## src/hw/rtl/thermal_safety_monitor_assert.svh

```systemverilog
// Assertion macros shared by the thermal safety monitor RTL.
`ifndef THERMAL_SAFETY_MONITOR_ASSERT_SVH
`define THERMAL_SAFETY_MONITOR_ASSERT_SVH
`ifndef SYNTHESIS
// Plain property check, sampled on the rising clock edge, off during reset.
`define TSM_ASSERT(label, clk, rst_n, prop) \
    label: assert property (@(posedge clk) disable iff (!rst_n) (prop)) \
        else $error("thermal_safety_monitor: assertion failed");
// Same-cycle implication check.
`define TSM_ASSERT_IMPL(label, clk, rst_n, ante, cons) \
    label: assert property (@(posedge clk) disable iff (!rst_n) (ante) |-> (cons)) \
        else $error("thermal_safety_monitor: implication failed");
// Next-cycle implication check.
`define TSM_ASSERT_NEXT(label, clk, rst_n, ante, cons) \
    label: assert property (@(posedge clk) disable iff (!rst_n) (ante) |=> (cons)) \
        else $error("thermal_safety_monitor: next-cycle implication failed");
`else
`define TSM_ASSERT(label, clk, rst_n, prop)
`define TSM_ASSERT_IMPL(label, clk, rst_n, ante, cons)
`define TSM_ASSERT_NEXT(label, clk, rst_n, ante, cons)
`endif
`endif

```

## src/hw/rtl/tsm_pkg.sv

```systemverilog
// Shared types and constants of the thermal safety monitor.
package tsm_pkg;

    // Default widths of the temperature path and the second counters.
    localparam int DEFAULT_TEMP_BITS  = 14;
    localparam int DEFAULT_COUNT_BITS = 16;

    // Fixed field widths.
    localparam int MIN_RISE_BITS = 12;
    localparam int SECONDS_BITS  = 16;
    localparam int DUTY_BITS     = 10;
    localparam int DELTA_BITS    = 8;
    localparam int CFG_DATA_BITS = 32;
    localparam int CFG_INDEX_BITS = 2;
    localparam int CMP_BITS      = 32;

    // Duty above this value (tenths of a percent) counts as heating.
    localparam logic [DUTY_BITS-1:0] HEAT_THRESHOLD = 10'd500;

    // Register reset values.
    localparam int CEILING_RESET = 1120;
    localparam logic [MIN_RISE_BITS-1:0] MIN_RISE_RESET = 12'd8;
    localparam logic [SECONDS_BITS-1:0]  WINDOW_RESET   = 16'd20;
    localparam logic [SECONDS_BITS-1:0]  STALL_RESET    = 16'd5;

    // Configuration register indexes.
    typedef enum logic [CFG_INDEX_BITS-1:0] {
        REG_CEILING  = 2'd0,
        REG_MIN_RISE = 2'd1,
        REG_WINDOW   = 2'd2,
        REG_STALL    = 2'd3
    } cfg_reg_t;

    // Fault codes in priority order.
    typedef enum logic [2:0] {
        FAULT_OK       = 3'd0,
        FAULT_SENSOR   = 3'd1,
        FAULT_OVERTEMP = 3'd2,
        FAULT_STALL    = 3'd3,
        FAULT_RUNAWAY  = 3'd4
    } fault_code_t;

endpackage

```

## src/hw/rtl/tsm_eval.sv

```systemverilog
// Fault evaluation with the stall counter and runaway window state.
module tsm_eval #(
    parameter int TEMP_BITS  = tsm_pkg::DEFAULT_TEMP_BITS,
    parameter int COUNT_BITS = tsm_pkg::DEFAULT_COUNT_BITS
) (
    input  logic                                clk,
    input  logic                                rst_n,
    input  logic                                enable,
    input  logic signed [TEMP_BITS-1:0]         temp_quarter,
    input  logic                                sensor_ok,
    input  logic [tsm_pkg::DUTY_BITS-1:0]       duty_permille,
    input  logic                                fresh,
    input  logic [tsm_pkg::DELTA_BITS-1:0]      delta_seconds,
    input  logic signed [TEMP_BITS-1:0]         ceiling_temp,
    input  logic [tsm_pkg::MIN_RISE_BITS-1:0]   min_rise,
    input  logic [tsm_pkg::SECONDS_BITS-1:0]    window_seconds,
    input  logic [tsm_pkg::SECONDS_BITS-1:0]    stall_seconds,
    output tsm_pkg::fault_code_t                fault_code
);
    import tsm_pkg::*;

    // Rise arithmetic needs room for the exact difference and the unsigned limit.
    localparam int RISE_BITS = (TEMP_BITS + 2 > MIN_RISE_BITS + 2) ?
                               TEMP_BITS + 2 : MIN_RISE_BITS + 2;

    logic [COUNT_BITS-1:0]       since_fresh_reg, since_fresh_next;
    logic [COUNT_BITS-1:0]       window_elapsed_reg, window_elapsed_next;
    logic signed [TEMP_BITS-1:0] window_base_temp_reg, window_base_temp_next;

    logic [COUNT_BITS:0]         fresh_sum;
    logic [COUNT_BITS:0]         window_sum;
    logic [COUNT_BITS-1:0]       fresh_sat;
    logic [COUNT_BITS-1:0]       window_sat;
    logic                        stall_trip;
    logic                        window_done;
    logic                        heating;
    logic                        over_temp;
    logic signed [RISE_BITS-1:0] rise;
    logic signed [RISE_BITS-1:0] min_rise_ext;

    // Saturating second counters.
    assign fresh_sum  = {1'b0, since_fresh_reg} + (COUNT_BITS + 1)'(delta_seconds);
    assign window_sum = {1'b0, window_elapsed_reg} + (COUNT_BITS + 1)'(delta_seconds);
    assign fresh_sat  = fresh_sum[COUNT_BITS] ? '1 : fresh_sum[COUNT_BITS-1:0];
    assign window_sat = window_sum[COUNT_BITS] ? '1 : window_sum[COUNT_BITS-1:0];

    // Threshold compares; the second counts are zero extended to a common width.
    assign stall_trip  = CMP_BITS'(fresh_sat) >= CMP_BITS'(stall_seconds);
    assign window_done = CMP_BITS'(window_sat) >= CMP_BITS'(window_seconds);
    assign heating     = duty_permille > HEAT_THRESHOLD;
    assign over_temp   = temp_quarter >= ceiling_temp;

    // Exact signed rise over the window.
    assign rise         = RISE_BITS'(temp_quarter) - RISE_BITS'(window_base_temp_reg);
    assign min_rise_ext = $signed(RISE_BITS'(min_rise));

    // Priority checks; a check that trips leaves the later state alone.
    always_comb
    begin
        since_fresh_next      = since_fresh_reg;
        window_elapsed_next   = window_elapsed_reg;
        window_base_temp_next = window_base_temp_reg;
        fault_code            = FAULT_OK;
        priority if (!sensor_ok)
        begin
            fault_code = FAULT_SENSOR;
        end
        else if (over_temp)
        begin
            fault_code = FAULT_OVERTEMP;
        end
        else if (stall_trip)
        begin
            since_fresh_next = fresh_sat;
            fault_code       = FAULT_STALL;
        end
        else
        begin
            since_fresh_next = fresh ? '0 : fresh_sat;
            priority if (!heating)
            begin
                window_base_temp_next = temp_quarter;
                window_elapsed_next   = '0;
            end
            else if (window_elapsed_reg == '0)
            begin
                // First heating tick captures the baseline and starts the elapsed count.
                window_base_temp_next = temp_quarter;
                window_elapsed_next   = window_sat;
            end
            else if (window_done)
            begin
                window_base_temp_next = temp_quarter;
                window_elapsed_next   = '0;
                if (rise < min_rise_ext)
                begin
                    fault_code = FAULT_RUNAWAY;
                end
            end
            else
            begin
                window_elapsed_next = window_sat;
            end
        end
    end

    // State advances once per transaction that moves into the result register.
    always_ff @(posedge clk or negedge rst_n)
    begin
        if (!rst_n)
        begin
            since_fresh_reg      <= '0;
            window_elapsed_reg   <= '0;
            window_base_temp_reg <= '0;
        end
        else if (enable)
        begin
            since_fresh_reg      <= since_fresh_next;
            window_elapsed_reg   <= window_elapsed_next;
            window_base_temp_reg <= window_base_temp_next;
        end
    end

endmodule

```

## src/hw/rtl/thermal_safety_monitor.sv

```systemverilog
// An accepted tick moves from the input register into the result register once that is free,
// and the fault code is offered from it. The two registers form a two-deep pipeline.
// Throughput: one tick per cycle while fault_stall does not hold back a full pipeline.
// The runaway and stall state updates as each tick moves into the result register.
// Reset (rst_n low, asynchronous) empties the pipeline, clears the state to zero
// and loads the configuration registers with their defaults.
`include "thermal_safety_monitor_assert.svh"

module thermal_safety_monitor #(
    parameter int TEMP_BITS  = tsm_pkg::DEFAULT_TEMP_BITS,
    parameter int COUNT_BITS = tsm_pkg::DEFAULT_COUNT_BITS
) (
    input  logic                                 clk,
    input  logic                                 rst_n,
    // Tick channel.
    input  logic                                 tick_valid,
    output logic                                 tick_stall,
    input  logic signed [TEMP_BITS-1:0]          temp_quarter,
    input  logic                                 sensor_ok,
    input  logic [tsm_pkg::DUTY_BITS-1:0]        duty_permille,
    input  logic                                 fresh,
    input  logic [tsm_pkg::DELTA_BITS-1:0]       delta_seconds,
    // Fault channel.
    output logic                                 fault_valid,
    input  logic                                 fault_stall,
    output tsm_pkg::fault_code_t                 fault_code,
    // Configuration write channel.
    input  logic                                 cfg_valid,
    output logic                                 cfg_ready,
    input  logic [tsm_pkg::CFG_INDEX_BITS-1:0]   cfg_index,
    input  logic [tsm_pkg::CFG_DATA_BITS-1:0]    cfg_data
);
    import tsm_pkg::*;

    // Configuration registers.
    logic signed [TEMP_BITS-1:0]   ceiling_temp_reg;
    logic [MIN_RISE_BITS-1:0]      min_rise_reg;
    logic [SECONDS_BITS-1:0]       window_seconds_reg;
    logic [SECONDS_BITS-1:0]       stall_seconds_reg;

    // Input register stage.
    logic                          s1_valid_reg, s1_valid_next;
    logic signed [TEMP_BITS-1:0]   temp_reg;
    logic                          ok_reg;
    logic [DUTY_BITS-1:0]          duty_reg;
    logic                          fresh_reg;
    logic [DELTA_BITS-1:0]         delta_reg;

    // Result register stage.
    logic                          fault_valid_reg, fault_valid_next;
    fault_code_t                   fault_code_reg;
    fault_code_t                   eval_code;

    logic                          tick_accept;
    logic                          advance;
    cfg_reg_t                      cfg_sel;

    // Pipeline handshake: the input stage moves on whenever the result register is free.
    assign advance     = s1_valid_reg && (!fault_valid_reg || !fault_stall);
    assign tick_stall  = s1_valid_reg && fault_valid_reg && fault_stall;
    assign tick_accept = tick_valid && !tick_stall;

    assign s1_valid_next    = tick_accept ? 1'b1 : (advance ? 1'b0 : s1_valid_reg);
    assign fault_valid_next = advance ? 1'b1 :
                              ((fault_valid_reg && !fault_stall) ? 1'b0 : fault_valid_reg);

    assign fault_valid = fault_valid_reg;
    assign fault_code  = fault_code_reg;
    assign cfg_ready   = 1'b1;
    assign cfg_sel     = cfg_reg_t'(cfg_index);

    // Pipeline control.
    always_ff @(posedge clk or negedge rst_n)
    begin
        if (!rst_n)
        begin
            s1_valid_reg    <= 1'b0;
            fault_valid_reg <= 1'b0;
        end
        else
        begin
            s1_valid_reg    <= s1_valid_next;
            fault_valid_reg <= fault_valid_next;
        end
    end

    // Input payload register.
    always_ff @(posedge clk)
    begin
        if (tick_accept)
        begin
            temp_reg  <= temp_quarter;
            ok_reg    <= sensor_ok;
            duty_reg  <= duty_permille;
            fresh_reg <= fresh;
            delta_reg <= delta_seconds;
        end
    end

    // Result payload register.
    always_ff @(posedge clk)
    begin
        if (advance)
        begin
            fault_code_reg <= eval_code;
        end
    end

    // Configuration writes.
    always_ff @(posedge clk or negedge rst_n)
    begin
        if (!rst_n)
        begin
            ceiling_temp_reg   <= TEMP_BITS'(CEILING_RESET);
            min_rise_reg       <= MIN_RISE_RESET;
            window_seconds_reg <= WINDOW_RESET;
            stall_seconds_reg  <= STALL_RESET;
        end
        else if (cfg_valid && cfg_ready)
        begin
            unique case (cfg_sel)
                REG_CEILING:  ceiling_temp_reg   <= cfg_data[TEMP_BITS-1:0];
                REG_MIN_RISE: min_rise_reg       <= cfg_data[MIN_RISE_BITS-1:0];
                REG_WINDOW:   window_seconds_reg <= cfg_data[SECONDS_BITS-1:0];
                REG_STALL:    stall_seconds_reg  <= cfg_data[SECONDS_BITS-1:0];
                default:      ;
            endcase
        end
    end

    // Fault evaluation and monitor state.
    tsm_eval #(
        .TEMP_BITS  (TEMP_BITS),
        .COUNT_BITS (COUNT_BITS)
    ) u_eval (
        .clk            (clk),
        .rst_n          (rst_n),
        .enable         (advance),
        .temp_quarter   (temp_reg),
        .sensor_ok      (ok_reg),
        .duty_permille  (duty_reg),
        .fresh          (fresh_reg),
        .delta_seconds  (delta_reg),
        .ceiling_temp   (ceiling_temp_reg),
        .min_rise       (min_rise_reg),
        .window_seconds (window_seconds_reg),
        .stall_seconds  (stall_seconds_reg),
        .fault_code     (eval_code)
    );

    // The input side only waits when both stages are full and the result is held.
    `TSM_ASSERT_IMPL(a_stall_needs_full, clk, rst_n, tick_stall, fault_valid && fault_stall)
    // An accepted tick is held in the input stage at the next cycle.
    `TSM_ASSERT_NEXT(a_accept_fills, clk, rst_n, tick_accept, s1_valid_reg)
    // A tick that leaves the input stage shows up as a result.
    `TSM_ASSERT_NEXT(a_advance_shows, clk, rst_n, advance, fault_valid)

endmodule

```

## config.mk

```make
export PLATFORM = sky130hd
export DESIGN_NAME = thermal_safety_monitor
export DESIGN_NICKNAME = d
export VERILOG_FILES = /design/src/hw/rtl/tsm_pkg.sv /design/src/hw/rtl/tsm_eval.sv /design/src/hw/rtl/thermal_safety_monitor.sv
export VERILOG_INCLUDE_DIRS = /design/src /design/src/hw/rtl
export SDC_FILE = /design/constraint.sdc
export NUM_CORES = 1
export LEC_CHECK = 0
export BUFFER_PORTS_ARGS = -buffer_cell sky130_fd_sc_hd__buf_2
export CAP_MARGIN = 20
export CORE_UTILIZATION = 54
export CTS_BUF_LIST = sky130_fd_sc_hd__clkbuf_4
export DETAILED_ROUTE_END_ITERATION = 10
export HOLD_SLACK_MARGIN = 0.1
export PLACE_DENSITY = 0.88
export SLEW_MARGIN = 20
export SYNTH_ARGS = -nofsm -noshare
export SYNTH_HDL_FRONTEND = slang
export SYNTH_SLANG_ARGS = --single-unit
```

## constraint.sdc

```tcl
create_clock -name clk -period 4.1 [get_ports clk]
set_input_delay 0.615 -clock clk [delete_from_list [all_inputs] [get_ports clk]]
set_output_delay 0.615 -clock clk [all_outputs]
set_load 0.02 [all_outputs]
```

# Word level (Yosys, flattened, before mapping)
# Index checks and enable logic that the tools add are counted.
[totals]
register_bits = 143
latch_bits = 0
mem_bits_rw = 0
romBits = 0
input_bits = 73
output_inout_bits = 6
elab_cells = 74
memories = 0
[op_classes]
n_addsub = 3
mul = 0
div_mod_pow = 0
order_cmp = 5
n_eq_ne = 4
shifts = 0
muxes = 20
bitwise = 5
reduce_logical = 21
[op_table]
columns = ["op", "count"]
rows = [
  ["two-way mux 16 bit", 7],
  ["two-way mux 14 bit", 3],
  ["adder 16 x 8 -> 17 bit", 2],
  [">= comparator 16 bit", 2],
  ["logical NOT 16 bit", 1],
  ["less-than comparator 16 x 13 -> 1 bit", 1],
  ["subtractor 14 x 14 -> 15 bit", 1],
  [">= comparator 14 bit", 1],
  ["greater-than comparator 10 x 9 -> 1 bit, second input constant", 1],
  ["two-way mux 2 bit", 5],
  ["AND reduction 2 bit", 4],
  ["OR reduction 6 bit", 1],
  ["logical AND 1 bit", 5],
  ["inverter 1 bit", 5],
  ["AND reduction 5 bit", 1],
  ["equality test 2 bit, second input constant", 2],
  ["two-way mux 1 bit", 4],
  ["AND reduction 4 bit", 1],
  ["nonzero test 2 bit", 2],
  ["logical NOT 1 bit", 3],
  ["two-way mux 3 bit", 1],
  ["!= test 3 x 2 -> 1 bit, second input constant", 1],
  ["AND reduction 3 bit", 1],
  ["equality test 2 x 1 -> 1 bit, second input constant", 1],
  ["2 further kinds", 2],
]

# Longest topological paths before layout
[depth]
word_depth = 8
ltp_mapped = 19

# Cells and area by module
# Synthesis repeated with hierarchy kept, for this count alone.
[hier_totals]
cells_unflattened = 799
hier_area_um2 = 8673.3
[modules_own_cells]
columns = ["module", "n_inst", "cells_each", "area_per_inst_um2"]
rows = [
  ["tsm_eval", 1, 628, 5268.8],
  ["thermal_safety_monitor", 1, 171, 3404.5],
]

# Least setup slack after synthesis
# OpenSTA, ideal clock, no wires.
[synth_path]
kind = "register to register"
start = "reg delta_reg[0]"
end = "reg u_eval.window_base_temp_reg[10]"
setup_ns = 0.125
arrival_time_ns = 4.038
t_required_ns = 3.975
slack_ns = -0.063
stages_incl_launch_ff = 18
synth_period_minus_slack_ns = 4.163
cell_sequence = "edfxtp_1 ha_1 fa_1 a21oi_1 o211ai_1 o41ai_2 nor2_1 nand3_1 o21ai_0 ha_1 or4_1 a21oi_1 or4_1 nand4b_1 and2_1 o21ai_4 buf_6 mux2_4"
[synth_via]
elab_chain_cells = 5
word_cells_on_any_way = 9
classes_between = "add/sub (2); order compare (2); eq/ne (1); mux (2); bitwise (1); reduce/logical (1)"
[synth_lines]
columns = ["element", "line", "source"]
rows = [
  ["start: declaration", "thermal_safety_monitor.sv:47", "logic [DELTA_BITS-1:0] delta_reg;"],
  ["start signal: assignment", "thermal_safety_monitor.sv:96", "delta_reg <= delta_seconds;"],
  ["adder 16 x 8 -> 17 bit, on equally long branches", "tsm_eval.sv:43, tsm_eval.sv:42", ""],
  ["two-way mux 16 bit, on equally long branches", "tsm_eval.sv:45, tsm_eval.sv:44", ""],
  [">= comparator 16 bit, on equally long branches", "tsm_eval.sv:49, tsm_eval.sv:48", ""],
  ["!= test 3 x 2 -> 1 bit (no line) or inverter 1 bit (tied branches)", "-", ""],
  ["AND reduction 5 bit (no line) *", "-", ""],
  ["end signal: assignment", "tsm_eval.sv:120", "window_base_temp_reg <= window_base_temp_next;"],
  ["end: declaration", "tsm_eval.sv:28", "logic signed [TEMP_BITS-1:0] window_base_temp_reg, window_base_temp_next;"],
]
# Mark *: on every way between the ends. The rest lies on a longest branch, timed or not.
# A chain may end at the register's enable or synchronous reset.

# Final worst setup path
[layout_path]
start = "reg delta_reg[0]"
end = "reg u_eval.window_base_temp_reg[9]"
# The elaborated chain is that of the path after synthesis.

==> impl_metrics.csv <==
group,metric,value,unit
sta,slew_headroom,32.8,%
cts,root_buffer,"clkbuf_4",
sta,hold_viol_final,0,
sta,final.setup.worst_slack,-0.273,ns
critical_path,crit_buf_inv,4,
yosys,yosysUniqueCellTypes,66,
critical_path,arrival,4.85,ns
floorplan,rows,45,
critical_path,required,4.58,ns
critical_path,max_stage_delay,0.49,ns
critical_path,worstSetupStartpointType,"register",
yosys,async_flop_share,74.1,%
yosys,yosys-mux-area-fraction,8.72,%
critical_path,critical_path_class,"register to register",
route,dr.pass1.iters,5,
critical_path,cp_slowest_cell,"edfxtp_1",
worst_hold_path,hold_end,"temp_reg[13]",
route,drcViolationCount,0,
sta,clock.fmax,229,MHz
power,p_per_area,596,mW/mm^2
global_route,grt_pass1_vias,6735,
yosys,synthSimpleGateAreaFrac,12.2,%
finish,layout_common_cells,"dfrtp_1, inv_1, ha_1, buf_2, nand2_1",
critical_path,critical_path.max_fanout,7,
sta,finalSetupViolations,47,
worst_hold_path,min_path_cells,1,
sta,worst_pin_slew,1.01,ns
yosys,synth-seq-cells,143,
critical_path,reg2regPathDepth,20,
placement,place_congestion,0.871,
yosys,synthXorXnorAreaFrac,2.66,%
yosys,ys_seq_area_share,44.1,%
yosys,synth-compound-area-share,13.9,%
critical_path,r2r_setup_slack,-0.27,ns
yosys,synth_top_family_by_area,"compound AO/OA/AOI/OAI gates",
floorplan,die_x,128,um
yosys,yosys_warnings,0,
finish,antenna_cells,0,
finish,final_common_cell,"dfrtp_1",
placement,place_ws,-0.364,ns
yosys,ys.flop_type,"dfrtp_1",
finish,drive_above_1_share,32.4,%
yosys,synth_nets,968,
status,status,"complete, but fails checks",
critical_path,critPathCaptureType,"register",
yosys,syn_area_per_cell,10.6,um^2
sta,clock_skew,0.0208,ns
route,vias_per_cell,5.96,
floorplan,core_area,0.0153,mm^2
global_route,antenna_found_initial,0,
finish,areaGrowthSynthToFinish,20.7,%
critical_path,crit_family,"compound AO/OA/AOI/OAI gates",
floorplan,die-area,0.0164,mm^2
critical_path,r2r-start,"delta_reg[0]",
sta,final_max_slew_viol_count,0,
critical_path,path_cells,"ha_4, fa_2, a21oi_2, o211ai_1, o41ai_2, buf_4, buf_12, nor2_4, buf_4, a21oi_1, a31oi_2, ha_1, a21oi_4, o21a_1, o211a_1, nand4b_1, and2_4, o21ai_4, clkbuf_16, mux2_4",
cts,tritoncts,"built",
yosys,synth_fa_ha_area_share,13.4,%
global_route,grt_usage,26.7,%
global_route,grt_overflow,0,
cts,clock_latency,0.60,ns
floorplan,start_util,55.9,%
yosys,synthCells,805,
placement,dp_hpwl,13.9,mm
yosys,synth_edf_count,37,
finish,finish.utilization,67.5,%
job,drv_cap,0,
sta,fin_crit_sh,107,%
yosys,synth_area_leaders,"dfrtp_1, edfxtp_1, ha_1",
sta,layout_min_cycle_time,4.37,ns
cts,cts_buffer_depth,2,
worst_hold_path,min_path_type,"primary input to register",
cts,clock-sinks,143,
finish,fill_cells,1079,
route,wl_per_cell,19.4,um
global_route,grt_pass1_wl,33.3,mm
cts,cts_htree_levels,4,
route,ant_nets,0,
sta,rsz0062_at_grt,"yes",
status,failed_checks,"negative setup slack",
worst_hold_path,hp-start,"temp_quarter[13]",
critical_path,critPathMostFrequentCell,"buf_4",
finish,fin_nets,1094,
floorplan,die_h,128,um
sta,whs,0.180,ns
yosys,synth_top_area_share,28.6,%
critical_path,r2r-end,"u_eval.window_base_temp_reg[9]",
power,p_leak,4.79,nW
global_route,grt_max_degree,87,
placement,port-buffer-count,61,
floorplan,io_pins,79,
power,ir_drop,0.316,mV
yosys,syn_area,0.00856,mm^2
cts,numCtsBuffers,17,
cts,path_clk_slew,0.14,ns
yosys,synth_top_cell_by_area,"dfrtp_1",
route,drt-total-wl,22.5,mm
route,vias,6889,
route,first_iter_violations,617,
synthesized netlist by cell type, drive strengths merged (4+ instances only):
library cell   n
a2111oi        4
a211oi         7
a21o           7
a21oi         31
a22o          18
a31oi          8
and2          11
and3           4
and4           9
buf            8
clkbuf         9
dfrtp         98
dfstp          8
edfxtp        37
ha            87
inv           88
mux2          63
nand2         60
nand2b         7
nand3         23
nand3b         5
nand4          7
nor2          39
nor2b          7
nor3           9
nor3b          6
nor4           6
o21a          10
o21ai         51
o31ai         10
or2            5
xnor2         18
xor2           8
routing by layer:
metal	track usage (%)	part of all wire, %	up-vias
met5	0	0	-
li1	-	-	3153
met1	32.8	40	3358
met4	10.6	4.7	0
met2	45.7	50	279
met3	5.72	5.3	99
kinds of logic after synthesis:
logic type,after synthesis
AND/OR/NAND/NOR,203
multiplexers,63
AO/OA/AOI/OAI,174
XOR/XNOR,26
buffers and inverters,105
adder cells (fa/ha/maj),90
flip-flops,143
other,1
through the flow:
step                setup TNS, ns  cells  instance area [um^2]  total power [mW]
floorplan                       0    805                  8580              3.84
detailed placement         -10.48   1099                  9370              4.58
global placement            -4.39   1099                  9370              4.42
global route               -13.88   1155                 10300              6.55
CTS                         -1.18   1137                  9870              5.71
finish                      -7.78   1155                 10300              6.16
where the power goes:
group	leakage, nW	internal (mW)	switching [mW]
logic	3.00	1.58	1.71
registers	1.66	1.75	0.217
clock network	0.139	0.318	0.586
total	4.79	3.65	2.51
layout make-up:
| cell class | count | area (um^2) | share of cell area, % |
|---|---|---|---|
| Inverter | 88 | 330 | 3.19 |
| Tap cell | 211 | 264 | 2.55 |
| Multi-Input combinational cell | 557 | 4830 | 46.7 |
| Clock inverter | 14 | 135 | 1.31 |
| Sequential cell | 143 | 3770 | 36.5 |
| Clock buffer | 18 | 135 | 1.31 |
| Timing Repair Buffer | 124 | 876 | 8.47 |
worst max-delay path by stage:
stage            startpoint                         endpoint  slack, ns  depth (start not counted)
2_1_floorplan  delta_reg[0]  u_eval.window_base_temp_reg[10]       0.01                         16
3_3_place_gp   delta_reg[0]     u_eval.window_elapsed_reg[4]      -0.19                         17
3_5_place_dp   delta_reg[0]     u_eval.window_elapsed_reg[7]      -0.36                         17
4_1_cts        delta_reg[0]  u_eval.window_base_temp_reg[10]      -0.10                         19
5_1_grt        delta_reg[0]   u_eval.window_base_temp_reg[5]      -0.40                         19
6_report       delta_reg[0]   u_eval.window_base_temp_reg[9]      -0.27                         20
timing repair:
| item | 4_1_cts | 5_1_grt |
|---|---|---|
| endpoints found under the setup margin | 49 | 48 |
| gates resized for setup | 38 | 66 |
| gates cloned | 1 | 1 |
| pin swaps | 18 | 9 |
| buffers inserted | 5 | 16 |
| endpoints found under the hold margin | 0 | 4 |
| hold buffers | 0 | 1 |
(Power assumes the default switching activity.)
